## config.mk

```make
export PLATFORM = sky130hd
export DESIGN_NAME = agfct_mul
export DESIGN_NICKNAME = d
export VERILOG_FILES = /design/src/design/agfct_pkg.sv /design/src/design/agfct_mul.sv
export SDC_FILE = /design/constraint.sdc
export NUM_CORES = 2
export LEC_CHECK = 0
export ABC_AREA = 0
export BUFFER_PORTS_ARGS = -buffer_cell sky130_fd_sc_hd__buf_2
export CAP_MARGIN = 40
export CORE_AREA = 2 2 231 233
export DETAILED_ROUTE_END_ITERATION = 8
export DIE_AREA = 0 0 233 235
export GPL_ROUTABILITY_DRIVEN = 0
export PLACE_DENSITY = 0.79
export SLEW_MARGIN = 25
export SYNTH_ARGS = -nofsm -noshare
export SYNTH_HDL_FRONTEND = slang
export SYNTH_SLANG_ARGS = --single-unit
```

## constraint.sdc

```tcl
create_clock -name clk -period 12.95 [get_ports clk]
set_input_delay 1.295 -clock clk [delete_from_list [all_inputs] [get_ports clk]]
set_output_delay 1.295 -clock clk [all_outputs]
set_load 0.01 [all_outputs]
```

## src/design/agfct_pkg.sv

```systemverilog
// ----------------------------------------------------------------------------
// agfct_pkg
// Shared types, constants and table generators for the gate, filter,
// saturation and tremolo block.
// ----------------------------------------------------------------------------
`default_nettype none

package agfct_pkg;

	// default sizes
	localparam int AGF_SAMPLE_BITS = 24;
	localparam int AGF_SINE_DEPTH  = 256;
	localparam int AGF_TANH_DEPTH  = 1024;

	// shared multiplier operand and product widths
	localparam int MUL_A_W = 36;
	localparam int MUL_B_W = 24;
	localparam int MUL_P_W = MUL_A_W + MUL_B_W;

	// table word widths
	localparam int TANH_W = 25;
	localparam int SINE_W = 16;

	// tanh table read uses 26 fraction bits of the driven magnitude
	localparam int TANH_POS_FRAC = 26;

	// drive at or below 1.01 in Q4.12 skips the saturation
	localparam logic [15:0] BYPASS_DRIVE = 16'd4137;

	// configuration register indexes
	localparam int REG_IDX_W = 4;
	typedef enum logic [REG_IDX_W-1:0] {
		REG_INPUT_GAIN    = 4'd0,
		REG_GATE_THRESH   = 4'd1,
		REG_HP_COEFF      = 4'd2,
		REG_LP_COEFF      = 4'd3,
		REG_DRIVE         = 4'd4,
		REG_OUT_SCALE     = 4'd5,
		REG_TREMOLO_DEPTH = 4'd6,
		REG_TREMOLO_STEP  = 4'd7
	} reg_idx_t;

	// sequencer states
	typedef enum logic [4:0] {
		ST_IDLE,
		ST_MGAIN,
		ST_GATE,
		ST_MHP,
		ST_HP,
		ST_DIFF,
		ST_MLP,
		ST_LP,
		ST_MDRV,
		ST_TIDX,
		ST_T0,
		ST_T1,
		ST_TDIF,
		ST_TM,
		ST_TC,
		ST_MOUT,
		ST_Y,
		ST_MSIN,
		ST_G,
		ST_MG,
		ST_OUT
	} state_t;

	// Q30 constants for the table generators
	localparam longint Q30_ONE     = 64'sd1073741824;
	localparam longint Q30_TWO_PI  = 64'sd6746518852;
	localparam longint Q30_PI      = 64'sd3373259426;
	localparam longint Q30_HALF_PI = 64'sd1686629713;

	// saturate to signed 32 bits
	function automatic logic signed [31:0] sat32(input logic signed [39:0] v);
		logic signed [31:0] r;
		if (v > 40'sd2147483647)
			r = 32'sh7fffffff;
		else if (v < -40'sd2147483648)
			r = 32'sh80000000;
		else
			r = v[31:0];
		return r;
	endfunction

	// long division of non-negative values, quotient truncated
	function automatic longint div_u(input longint n, input longint d);
		longint q;
		longint r;
		q = 0;
		r = 0;
		for (int b = 62; b >= 0; b--) begin
			r = (r <<< 1) | ((n >>> b) & 64'sd1);
			if (r >= d) begin
				r = r - d;
				q = q | (64'sd1 <<< b);
			end
		end
		return q;
	endfunction

	// sin of a Q30 angle in [0, 2pi), result Q30
	function automatic longint sin_q30(input longint a_in);
		longint a;
		longint x2;
		longint term;
		longint sum;
		bit     neg;
		a   = a_in;
		neg = 1'b0;
		if (a > Q30_PI) begin
			neg = 1'b1;
			a   = a - Q30_PI;
		end
		if (a > Q30_HALF_PI)
			a = Q30_PI - a;
		x2   = (a * a) >>> 30;
		term = a;
		sum  = a;
		for (int k = 1; k <= 8; k++) begin
			term = div_u((term * x2) >>> 30, longint'((2 * k) * (2 * k + 1)));
			if ((k & 1) != 0)
				sum = sum - term;
			else
				sum = sum + term;
		end
		if (sum < 0)
			sum = 0;
		return neg ? -sum : sum;
	endfunction

	// exp(-16 f) for Q30 f in [0, 1], result Q30
	function automatic longint exp_neg16(input longint f);
		longint term;
		longint sum;
		term = Q30_ONE;
		sum  = Q30_ONE;
		for (int k = 1; k <= 16; k++) begin
			term = div_u((term * f) >>> 30, longint'(k));
			if ((k & 1) != 0)
				sum = sum - term;
			else
				sum = sum + term;
		end
		if (sum < 0)
			sum = 0;
		for (int k = 0; k < 4; k++)
			sum = (sum * sum) >>> 30;
		return sum;
	endfunction

	function automatic longint sine_entry(input int depth, input int i);
		longint s;
		longint m;
		s = sin_q30(div_u(longint'(i) * Q30_TWO_PI, longint'(depth)));
		m = (s < 0) ? -s : s;
		m = (m * 64'sd32767 + (64'sd1 <<< 29)) >>> 30;
		return (s < 0) ? -m : m;
	endfunction

	function automatic longint tanh_entry(input int depth, input int i);
		longint e;
		longint den;
		e   = exp_neg16(div_u(longint'(i) <<< 30, longint'(depth)));
		den = Q30_ONE + e;
		return div_u(((Q30_ONE - e) <<< 23) + (den >>> 1), den);
	endfunction

endpackage

`default_nettype wire

```

## src/design/agfct_mul.sv

```systemverilog
// ----------------------------------------------------------------------------
// agfct_mul
// Shared signed multiplier with a registered product.
// ----------------------------------------------------------------------------
`default_nettype none

module agfct_mul
	import agfct_pkg::*;
(
	input  wire logic                      clk,
	input  wire logic                      en,
	input  wire logic signed [MUL_A_W-1:0] a,
	input  wire logic signed [MUL_B_W-1:0] b,
	output logic signed [MUL_P_W-1:0]      p_q
);

	always_ff @(posedge clk) begin
		if (en)
			p_q <= a * b;
	end

endmodule

`default_nettype wire

```

==> impl_metrics.ini <==
[timing]
setup_viol = 0
fin_hold_ws_ns = 1.635
relSlewSlack_pct = 40.53
fmax_mhz = 110.5
fin_crit_sh_pct = 69.86
slew_viol_final = 0
setup_tns_ns = 0
worst_pin_slew_ns = 0.8920
finalHoldViolations = 0
period_needed_ns = 9.047
grt_setup_unrepaired = no

[worst_setup_path]
crit_family = adder cells
cp_data_required_time_ns = 13.06
worst-path-buf-inv = 4
slowest_stage = fa_1
cpMostUsedCell = fa_1
worstSetupStartpointType = input pin
critPathCaptureType = flop
path_max_fanout = 36
cp.arrival_ns = 9.15
cp.depth = 22
path_cells = buf_2 > nand2_1 > inv_1 > fa_1 > fa_1 > inv_1 > fa_1 > inv_1 > fa_1 > fa_1 > fa_1 > fa_1 > ha_1 > nand2_1 > o211ai_1 > o32ai_1 > or3_1 > o311ai_1 > a311oi_2 > o31ai_1 > a21oi_1 > xnor2_1
path_class = input pin to flop
critPathMaxStageDelay_ns = 0.93

[synthesis]
synth_nets = 4503
async_flop_share_pct = 0
synth-main-ff-cell = edfxtp_1
ys_types = 66
ys_ff_latch = 60
netlist_area_mm2 = 0.03208
ys_seq_area_share_pct = 5.616
synthCells = 3412
yosysWarnings = 0
postSynthAreaPerCell_um2 = 9.403
synth_edf_count = 60

[floorplanning]
die_w_um = 233
initial_utilization_pct = 61.42
die_h_um = 235
num_rows = 84
die_area_mm2 = 0.05476
io_pins = 122
fp.coreArea_mm2 = 0.05224

[clocking]
holdBufCountCts = 0
cts_sinks = 60
cts-resized-gates = 0
h-tree-depth = 3
cts_buffer_depth = 2
clkTransAtPathRegs_ns = 0.06
cts-root-buf = clkbuf_16
cts_tree = done
postCtsSetupRepairBufs = 0
cts_buffers = 9

[detailed_routing]
routed_wl_mm = 79.14
vias = 22880
wl_per_cell_um = 19.43
drtPass1Iterations = 8
ant_nets = 0
routed_via_density = 5.617
drc = 0
drt_iter0_drc = 1638

[layout]
syn2layout_area_growth_pct = 3.810
layoutNonFillerInstCount = 4074
multi_input_area_mm2 = 0.02629
top_register = p_q
register_area_mm2 = 0.001802
fillers = 4208
largest_register_ffs = 60
layout.nets = 4466
drive_gt1_share_pct = 4.793
reg_top3 = p_q x60

[min_path]
min_path_type = input pin to flop
hold_depth = 2
worstHoldStart = en
whs_endpoint = p_q[51]

[outcome]
outcome = finished, final reports clean

[global_routing]
grt_pass1_vias = 25160
grt_usage_pct = 30.81
overflow = 0
grt_start_max_net_pins = 61
grt_pass1_wl_mm = 130.1
antenna_found_initial = 9

[flow_run]
maxCapViolCount = 0

[place]
numPortBuffers = 121
dp_cells = 4049
dp_hpwl_mm = 63.56
## logic make-up after synthesis
| logic type | synth area share, % |
|---|---|
| buffers and inverters | 12.44 |
| XOR/XNOR | 1.747 |
| AO/OA/AOI/OAI | 3.892 |
| flip-flops | 5.616 |
| multiplexers | 0.1248 |
| adder cells (fa/ha/maj) | 60.51 |
| AND/OR/NAND/NOR | 15.67 |
## synthesized netlist by cell type (all sizes together), types with 2 or more instances
cell	n	area, µm²
a21o	29	220.2
a31oi	5	46.29
xor2	18	157.7
nand2	455	1708
o21bai	4	30.03
nor3	6	35.03
nand3	11	55.05
nand4	12	75.07
ha	158	1977
a211oi	3	27.52
clkbuf	167	628.1
xnor2	46	402.9
buf	9	62.55
nor3b	2	15.01
and2b	2	15.01
and2	421	2635
or2	3	18.77
o21a	14	105.1
nor2b	3	18.77
o211ai	8	65.06
nand3b	2	15.01
fa	871	17440
o31ai	2	15.01
and3	6	38.79
inv	879	3299
o21ai	35	175.2
edfxtp	60	1802
a21oi	66	337.8
or3	4	25.02
nor2	67	251.5
and4	6	53.80
a221o	3	30.03
mux2i	4	40.04
a311oi	5	50.04
a211o	3	26.28
nand2b	7	43.79
## layout make-up
type	count	area share (%)
clock buffers	9	0.6762
well taps	688	2.585
diodes	6	0.04508
flip-flops and latches	60	5.410
repair buffers	128	2.209
multi-input cells	2297	78.94
inverters	879	9.907
clock inverters	7	0.2292
## metrics by stage
step,area (µm²),setup slack [ns],utilization [%]
finish,33300,3.903,63.76
global route,33300,3.410,63.74
CTS,33210,3.939,63.57
detailed placement,32910,3.571,62.99
global placement,32870,3.785,62.93
floorplan,32080,4.786,-
## layer usage
metal  global-route usage (%)  vias to the layer above  wire (µm)
li1                         -                     9686          -
met1                    38.28                    11770      27600
met2                    51.33                     1157      39820
met3                    5.498                      267       6866
met4                    16.56                        4       4833
met5                        0                        -         24
## worst max-delay path by stage
| stage | startpoint | to |
|---|---|---|
| 3_3_place_gp | b[0] | p_q[59] |
| 6_report | b[0] | p_q[57] |
| 5_1_grt | b[0] | p_q[57] |
| 4_1_cts | b[0] | p_q[59] |
| 3_5_place_dp | b[0] | p_q[59] |
| 2_1_floorplan | a[35] | p_q[59] |
## layout by cell type, fill, tap and decap left out, types with 18 or more instances in the layout
cell type | Yosys | layout
inv_1 | 879 | 879
fa_1 | 871 | 871
nand2_1 | 455 | 455
and2_1 | 420 | 420
ha_1 | 158 | 158
buf_2 | 5 | 122
nor2_1 | 67 | 67
a21oi_1 | 64 | 64
edfxtp_1 | 60 | 60
xnor2_1 | 46 | 46
o21ai_0 | 34 | 34
a21o_1 | 27 | 27
xor2_1 | 18 | 18
Power is not shown: default switching activity piles up to over one toggle a cycle in this logic, so the estimate is an artifact.
