**src/design/agfct_pkg.sv**
```systemverilog
// ----------------------------------------------------------------------------
// agfct_pkg
// Shared types, constants and table generators for the gate, filter,
// saturation and tremolo block.
// ----------------------------------------------------------------------------
`default_nettype none

package agfct_pkg;

	// default sizes
	localparam int AGF_SAMPLE_BITS = 24;
	localparam int AGF_SINE_DEPTH  = 256;
	localparam int AGF_TANH_DEPTH  = 1024;

	// shared multiplier operand and product widths
	localparam int MUL_A_W = 36;
	localparam int MUL_B_W = 24;
	localparam int MUL_P_W = MUL_A_W + MUL_B_W;

	// table word widths
	localparam int TANH_W = 25;
	localparam int SINE_W = 16;

	// tanh table read uses 26 fraction bits of the driven magnitude
	localparam int TANH_POS_FRAC = 26;

	// drive at or below 1.01 in Q4.12 skips the saturation
	localparam logic [15:0] BYPASS_DRIVE = 16'd4137;

	// configuration register indexes
	localparam int REG_IDX_W = 4;
	typedef enum logic [REG_IDX_W-1:0] {
		REG_INPUT_GAIN    = 4'd0,
		REG_GATE_THRESH   = 4'd1,
		REG_HP_COEFF      = 4'd2,
		REG_LP_COEFF      = 4'd3,
		REG_DRIVE         = 4'd4,
		REG_OUT_SCALE     = 4'd5,
		REG_TREMOLO_DEPTH = 4'd6,
		REG_TREMOLO_STEP  = 4'd7
	} reg_idx_t;

	// sequencer states
	typedef enum logic [4:0] {
		ST_IDLE,
		ST_MGAIN,
		ST_GATE,
		ST_MHP,
		ST_HP,
		ST_DIFF,
		ST_MLP,
		ST_LP,
		ST_MDRV,
		ST_TIDX,
		ST_T0,
		ST_T1,
		ST_TDIF,
		ST_TM,
		ST_TC,
		ST_MOUT,
		ST_Y,
		ST_MSIN,
		ST_G,
		ST_MG,
		ST_OUT
	} state_t;

	// Q30 constants for the table generators
	localparam longint Q30_ONE     = 64'sd1073741824;
	localparam longint Q30_TWO_PI  = 64'sd6746518852;
	localparam longint Q30_PI      = 64'sd3373259426;
	localparam longint Q30_HALF_PI = 64'sd1686629713;

	// saturate to signed 32 bits
	function automatic logic signed [31:0] sat32(input logic signed [39:0] v);
		logic signed [31:0] r;
		if (v > 40'sd2147483647)
			r = 32'sh7fffffff;
		else if (v < -40'sd2147483648)
			r = 32'sh80000000;
		else
			r = v[31:0];
		return r;
	endfunction

	// long division of non-negative values, quotient truncated
	function automatic longint div_u(input longint n, input longint d);
		longint q;
		longint r;
		q = 0;
		r = 0;
		for (int b = 62; b >= 0; b--) begin
			r = (r <<< 1) | ((n >>> b) & 64'sd1);
			if (r >= d) begin
				r = r - d;
				q = q | (64'sd1 <<< b);
			end
		end
		return q;
	endfunction

	// sin of a Q30 angle in [0, 2pi), result Q30
	function automatic longint sin_q30(input longint a_in);
		longint a;
		longint x2;
		longint term;
		longint sum;
		bit     neg;
		a   = a_in;
		neg = 1'b0;
		if (a > Q30_PI) begin
			neg = 1'b1;
			a   = a - Q30_PI;
		end
		if (a > Q30_HALF_PI)
			a = Q30_PI - a;
		x2   = (a * a) >>> 30;
		term = a;
		sum  = a;
		for (int k = 1; k <= 8; k++) begin
			term = div_u((term * x2) >>> 30, longint'((2 * k) * (2 * k + 1)));
			if ((k & 1) != 0)
				sum = sum - term;
			else
				sum = sum + term;
		end
		if (sum < 0)
			sum = 0;
		return neg ? -sum : sum;
	endfunction

	// exp(-16 f) for Q30 f in [0, 1], result Q30
	function automatic longint exp_neg16(input longint f);
		longint term;
		longint sum;
		term = Q30_ONE;
		sum  = Q30_ONE;
		for (int k = 1; k <= 16; k++) begin
			term = div_u((term * f) >>> 30, longint'(k));
			if ((k & 1) != 0)
				sum = sum - term;
			else
				sum = sum + term;
		end
		if (sum < 0)
			sum = 0;
		for (int k = 0; k < 4; k++)
			sum = (sum * sum) >>> 30;
		return sum;
	endfunction

	function automatic longint sine_entry(input int depth, input int i);
		longint s;
		longint m;
		s = sin_q30(div_u(longint'(i) * Q30_TWO_PI, longint'(depth)));
		m = (s < 0) ? -s : s;
		m = (m * 64'sd32767 + (64'sd1 <<< 29)) >>> 30;
		return (s < 0) ? -m : m;
	endfunction

	function automatic longint tanh_entry(input int depth, input int i);
		longint e;
		longint den;
		e   = exp_neg16(div_u(longint'(i) <<< 30, longint'(depth)));
		den = Q30_ONE + e;
		return div_u(((Q30_ONE - e) <<< 23) + (den >>> 1), den);
	endfunction

endpackage

`default_nettype wire

```
**src/design/agfct_sine_rom.sv**
```systemverilog
// ----------------------------------------------------------------------------
// agfct_sine_rom
// Constant LFO sine table, registered read.
// ----------------------------------------------------------------------------
`default_nettype none

module agfct_sine_rom
	import agfct_pkg::*;
#(
	parameter int DEPTH = AGF_SINE_DEPTH,
	parameter int AW    = $clog2(DEPTH)
) (
	input  wire logic                     clk,
	input  wire logic [AW-1:0]            addr,
	output logic signed [SINE_W-1:0]      rd_q
);

	typedef logic signed [SINE_W-1:0] sine_tab_t [DEPTH];

	function automatic sine_tab_t build_tab();
		sine_tab_t t;
		for (int i = 0; i < DEPTH; i++)
			t[i] = SINE_W'(sine_entry(DEPTH, i));
		return t;
	endfunction

	localparam sine_tab_t TAB = build_tab();

	always_ff @(posedge clk) begin
		rd_q <= TAB[addr];
	end

endmodule

`default_nettype wire

```
**config.mk**
```make
export PLATFORM = sky130hd
export DESIGN_NAME = agfct_sine_rom
export DESIGN_NICKNAME = d
export VERILOG_FILES = /design/src/design/agfct_pkg.sv /design/src/design/agfct_sine_rom.sv
export SDC_FILE = /design/constraint.sdc
export NUM_CORES = 1
export LEC_CHECK = 0
export ABC_AREA = 1
export BUFFER_PORTS_ARGS = -buffer_cell sky130_fd_sc_hd__buf_2
export CORE_MARGIN = 4
export CORE_UTILIZATION = 29
export CTS_BUF_LIST = sky130_fd_sc_hd__clkbuf_8
export CTS_CLUSTER_DIAMETER = 120
export DETAILED_ROUTE_END_ITERATION = 12
export PLACE_DENSITY_LB_ADDON = 0.1
export SLEW_MARGIN = 5
export SYNTH_ARGS = -nofsm -noshare
export SYNTH_HDL_FRONTEND = slang
export SYNTH_SLANG_ARGS = --single-unit
```
**constraint.sdc**
```tcl
create_clock -name clk -period 3.39 [get_ports clk]
set_input_delay 0.1695 -clock clk [delete_from_list [all_inputs] [get_ports clk]]
set_output_delay 0.1695 -clock clk [all_outputs]
set_load 0.01 [all_outputs]
```
==> impl_results.rst <==
.. list-table::
   :header-rows: 1

   * - Metric
     - Value
   * - RSZ-0062 raised after global routing
     - false
   * - Vias
     - 6813
   * - Initial antenna violation count
     - 0
   * - Final critical-path required period
     - between 2 and 2.5 ns
   * - Number of nets produced by synthesis
     - between 900 and 1000
   * - Max-slew violations
     - 0
   * - Vertical extent of the die
     - 131 um
   * - Ratio of cells with drive above 1 in the final layout
     - under 10%
   * - Number of nets in the layout
     - 920
   * - Arrival time worst endpoint
     - roughly 2.7 ns
   * - Total of endpoints with negative setup slack in the final report
     - 0
   * - YS warnings
     - 0
   * - Post-layout power
     - approximately 1.2 mW
   * - Global-route wire length before repair
     - ~41000 um
   * - Required time at the endpoint of the critical path
     - 3.58 ns
   * - Share of the clock period used by the worst path
     - just over 70%
   * - Largest cells by area after synthesis
     - sky130_fd_sc_hd__nand2_1 (32%), sky130_fd_sc_hd__nand3_1 (17%), sky130_fd_sc_hd__dfxtp_1 (7.3%), sky130_fd_sc_hd__nor2_1 (6.4%), sky130_fd_sc_hd__a21oi_1 (4.9%)
   * - Count of fill cells added during filler insertion
     - between 1500 and 2000
   * - Count of inserted antenna diode cells
     - 0
   * - Worst max-slew margin expressed relative to the limit
     - a little over two fifths
   * - Kind of start point of the critical path
     - primary input
   * - Hpwl dp
     - 20500 um
   * - Total wirelength of the detailed-routed design
     - between 20000 and 30000 um
   * - F_max
     - 407 MHz
   * - Global router's overall resource usage
     - about a third
   * - Num CTS Buffers
     - 3
   * - Layout area overhead
     - 6.44%
   * - CTS H-tree lvls
     - 1
   * - Clk pin slew, worst setup/hold paths
     - roughly 0.090 ns
   * - Sum of negative setup slack
     - 0 ns
   * - DRC
     - 0
   * - Maximum fanout encountered on the critical timing path
     - 15
   * - Start-to-end type of the worst setup path
     - primary input to register
   * - CTS max path bufs
     - 2
   * - Top-level port count
     - 25
   * - Num rows
     - 44
   * - CTS tree
     - done
   * - Share of the core filled with cells in the final layout
     - between 30% and 40%
   * - #FFs+latches synth
     - 16
   * - Leakage power
     - 2.53 nW
   * - CP Capture Type
     - register
   * - Die outline width
     - about 130 um
   * - Result of the run
     - finished clean
   * - Total die area
     - around 17000 um^2
   * - Cell at the root of the clock tree
     - sky130_fd_sc_hd__clkbuf_8
   * - Initial core utilization
     - approximately 30%
   * - Detailed-routing iteration count for the pre-antenna-repair pass
     - 6
   * - Hold violation count in the final report
     - 0
   * - Post-Syn Area per Cell
     - 4.82 um^2
   * - Netlist cell types
     - 32
   * - Power density of the placed cells
     - around 260 nW/um^2
   * - Worst Max-Slew Pin Slew
     - between 0.8 and 0.9 ns
   * - Vias in the first global route
     - 6169
   * - Netlist area before placement
     - about 4400 um^2
   * - Placed instance area
     - ~4600 um^2
   * - CTS Sinks
     - 16
   * - Total gr overflow
     - 0
   * - Core Footprint
     - about 15000 um^2
   * - Proportion of synthesized chip area in sequential cells
     - under 10%
   * - Count of placed standard cells including taps
     - about 1100
   * - Vias/cell
     - 6.30
   * - Number of nets with antenna violations after detailed routing
     - 0
   * - Count of buffers inserted at the top-level ports
     - 24
   * - Number of DRC markers in iteration 0
     - 1423
   * - Gate Count Post-Synth
     - about 910
   * - Number of flip-flops in the largest register
     - 16
   * - Post-CTS setup buffers
     - 0
   * - Maximum ir drop on the vdd rail
     - between 100 and 150 uV
   * - Reg with most FFs
     - rd_q
   * - Average wire per cell in the routed design
     - between 20 and 30 um
   * - Worst min-delay path category
     - primary input to register
   * - Cell taking the most area after synthesis
     - sky130_fd_sc_hd__nand2_1
   * - Registers with the most flip-flops
     - rd_q x16
   * - Largest net degree at the start of global routing
     - a little under 60
   * - Post-Layout Inst Area
     - roughly 4700 um^2
   * - Synth top area share
     - around a third
   * - Post-CTS resize count
     - 0
   * - Routability congestion estimate
     - between 1 and 1.5
   * - Max-Cap Viols
     - 0
   * - Cell Count, Final, Fillers Out
     - 1081
   * - Hold buffer count at cts
     - 0
-- Yosys cell counts, drive strengths merged --
| library cell | n |
|---|---|
| a22oi | 1 |
| or2 | 2 |
| o31ai | 2 |
| a31oi | 6 |
| clkbuf | 9 |
| o211ai | 7 |
| o211a | 1 |
| nand2 | 386 |
| nor3 | 3 |
| o21bai | 3 |
| o21ai | 54 |
| a221oi | 1 |
| nor2 | 81 |
| buf | 47 |
| inv | 59 |
| a21oi | 43 |
| nand3 | 152 |
| a21o | 1 |
| clkinv | 1 |
| ha | 13 |
| dfxtp | 16 |
| nand4 | 19 |
-- layer usage --
layer | part of all wire (%) | vias up | GRT usage (%)
met5 | 0 | - | 0
met2 | 40 | 662 | 47.3
met1 | 38 | 3028 | 44.1
li1 | - | 2947 | -
met3 | 13 | 176 | 8.50
met4 | 8.3 | 0 | 20.9
-- per-stage QoR --
step	hold WS, ns	setup WS, ns
finish	0.383	0.931
detailed placement	0.565	0.746
global placement	0.565	0.777
CTS	0.370	1.06
floorplan	0.474	1.66
global route	0.401	0.752
-- layout by cell type, fill, tap and decap left out, types with 9 or more instances in the layout --
cell type                 count
sky130_fd_sc_hd__nand4_1     19
sky130_fd_sc_hd__nand2_1    376
sky130_fd_sc_hd__inv_1       55
sky130_fd_sc_hd__nand3_1    152
sky130_fd_sc_hd__buf_2       24
sky130_fd_sc_hd__a21oi_1     43
sky130_fd_sc_hd__nand2_2      9
sky130_fd_sc_hd__nor2_1      75
sky130_fd_sc_hd__o21ai_0     43
sky130_fd_sc_hd__buf_4       15
sky130_fd_sc_hd__dfxtp_1     16
sky130_fd_sc_hd__o21ai_1     11
sky130_fd_sc_hd__ha_1        13
-- power by group --
part           switching (mW)  leakage [nW]  internal [mW]
Sequential            0.00554         0.135          0.213
Combinational           0.591          2.37          0.206
Clock                   0.101        0.0288          0.104
Total                   0.697          2.53          0.524
-- area by class of cell --
| type | instances | area [um^2] | area share, % |
|---|---|---|---|
| tap | 184 | 230 | 4.95 |
| sequential | 16 | 320 | 6.88 |
| multi-input combinational | 775 | 3520 | 75.7 |
| timing repair buffer | 42 | 293 | 6.29 |
| clock buffer | 4 | 55.1 | 1.18 |
| inverter | 60 | 230 | 4.95 |
-- worst paths after layout --
check | from | end | depth (start not counted)
min | addr[7] | rd_q[12] | 3
max | addr[1] | rd_q[11] | 11
-- kinds of logic (layout without fill, tap and decap cells) --
logic type / after synthesis / after routing / synth area share [%]
and+or+nand+nor: 643 / 643 / 62.1
AOI/OAI and AO/OA: 119 / 119 / 14.8
buffers and inverters: 116 / 106 / 12.0
DFF: 16 / 16 / 7.33
adders and majority gates: 13 / 13 / 3.72
-- worst max-delay path: stages --
cell and delay [ns]:
sky130_fd_sc_hd__buf_2 0.26, sky130_fd_sc_hd__inv_1 0.25, sky130_fd_sc_hd__ha_1 0.45, sky130_fd_sc_hd__nand2_1 0.57
sky130_fd_sc_hd__nand3_1 0.34, sky130_fd_sc_hd__nand3_1 0.25, sky130_fd_sc_hd__nand2_1 0.07, sky130_fd_sc_hd__nand2_1 0.08
sky130_fd_sc_hd__nand2_1 0.05, sky130_fd_sc_hd__nand3_1 0.07, sky130_fd_sc_hd__nand2_1 0.06
Note: power is estimated with default switching activity, not from simulation.
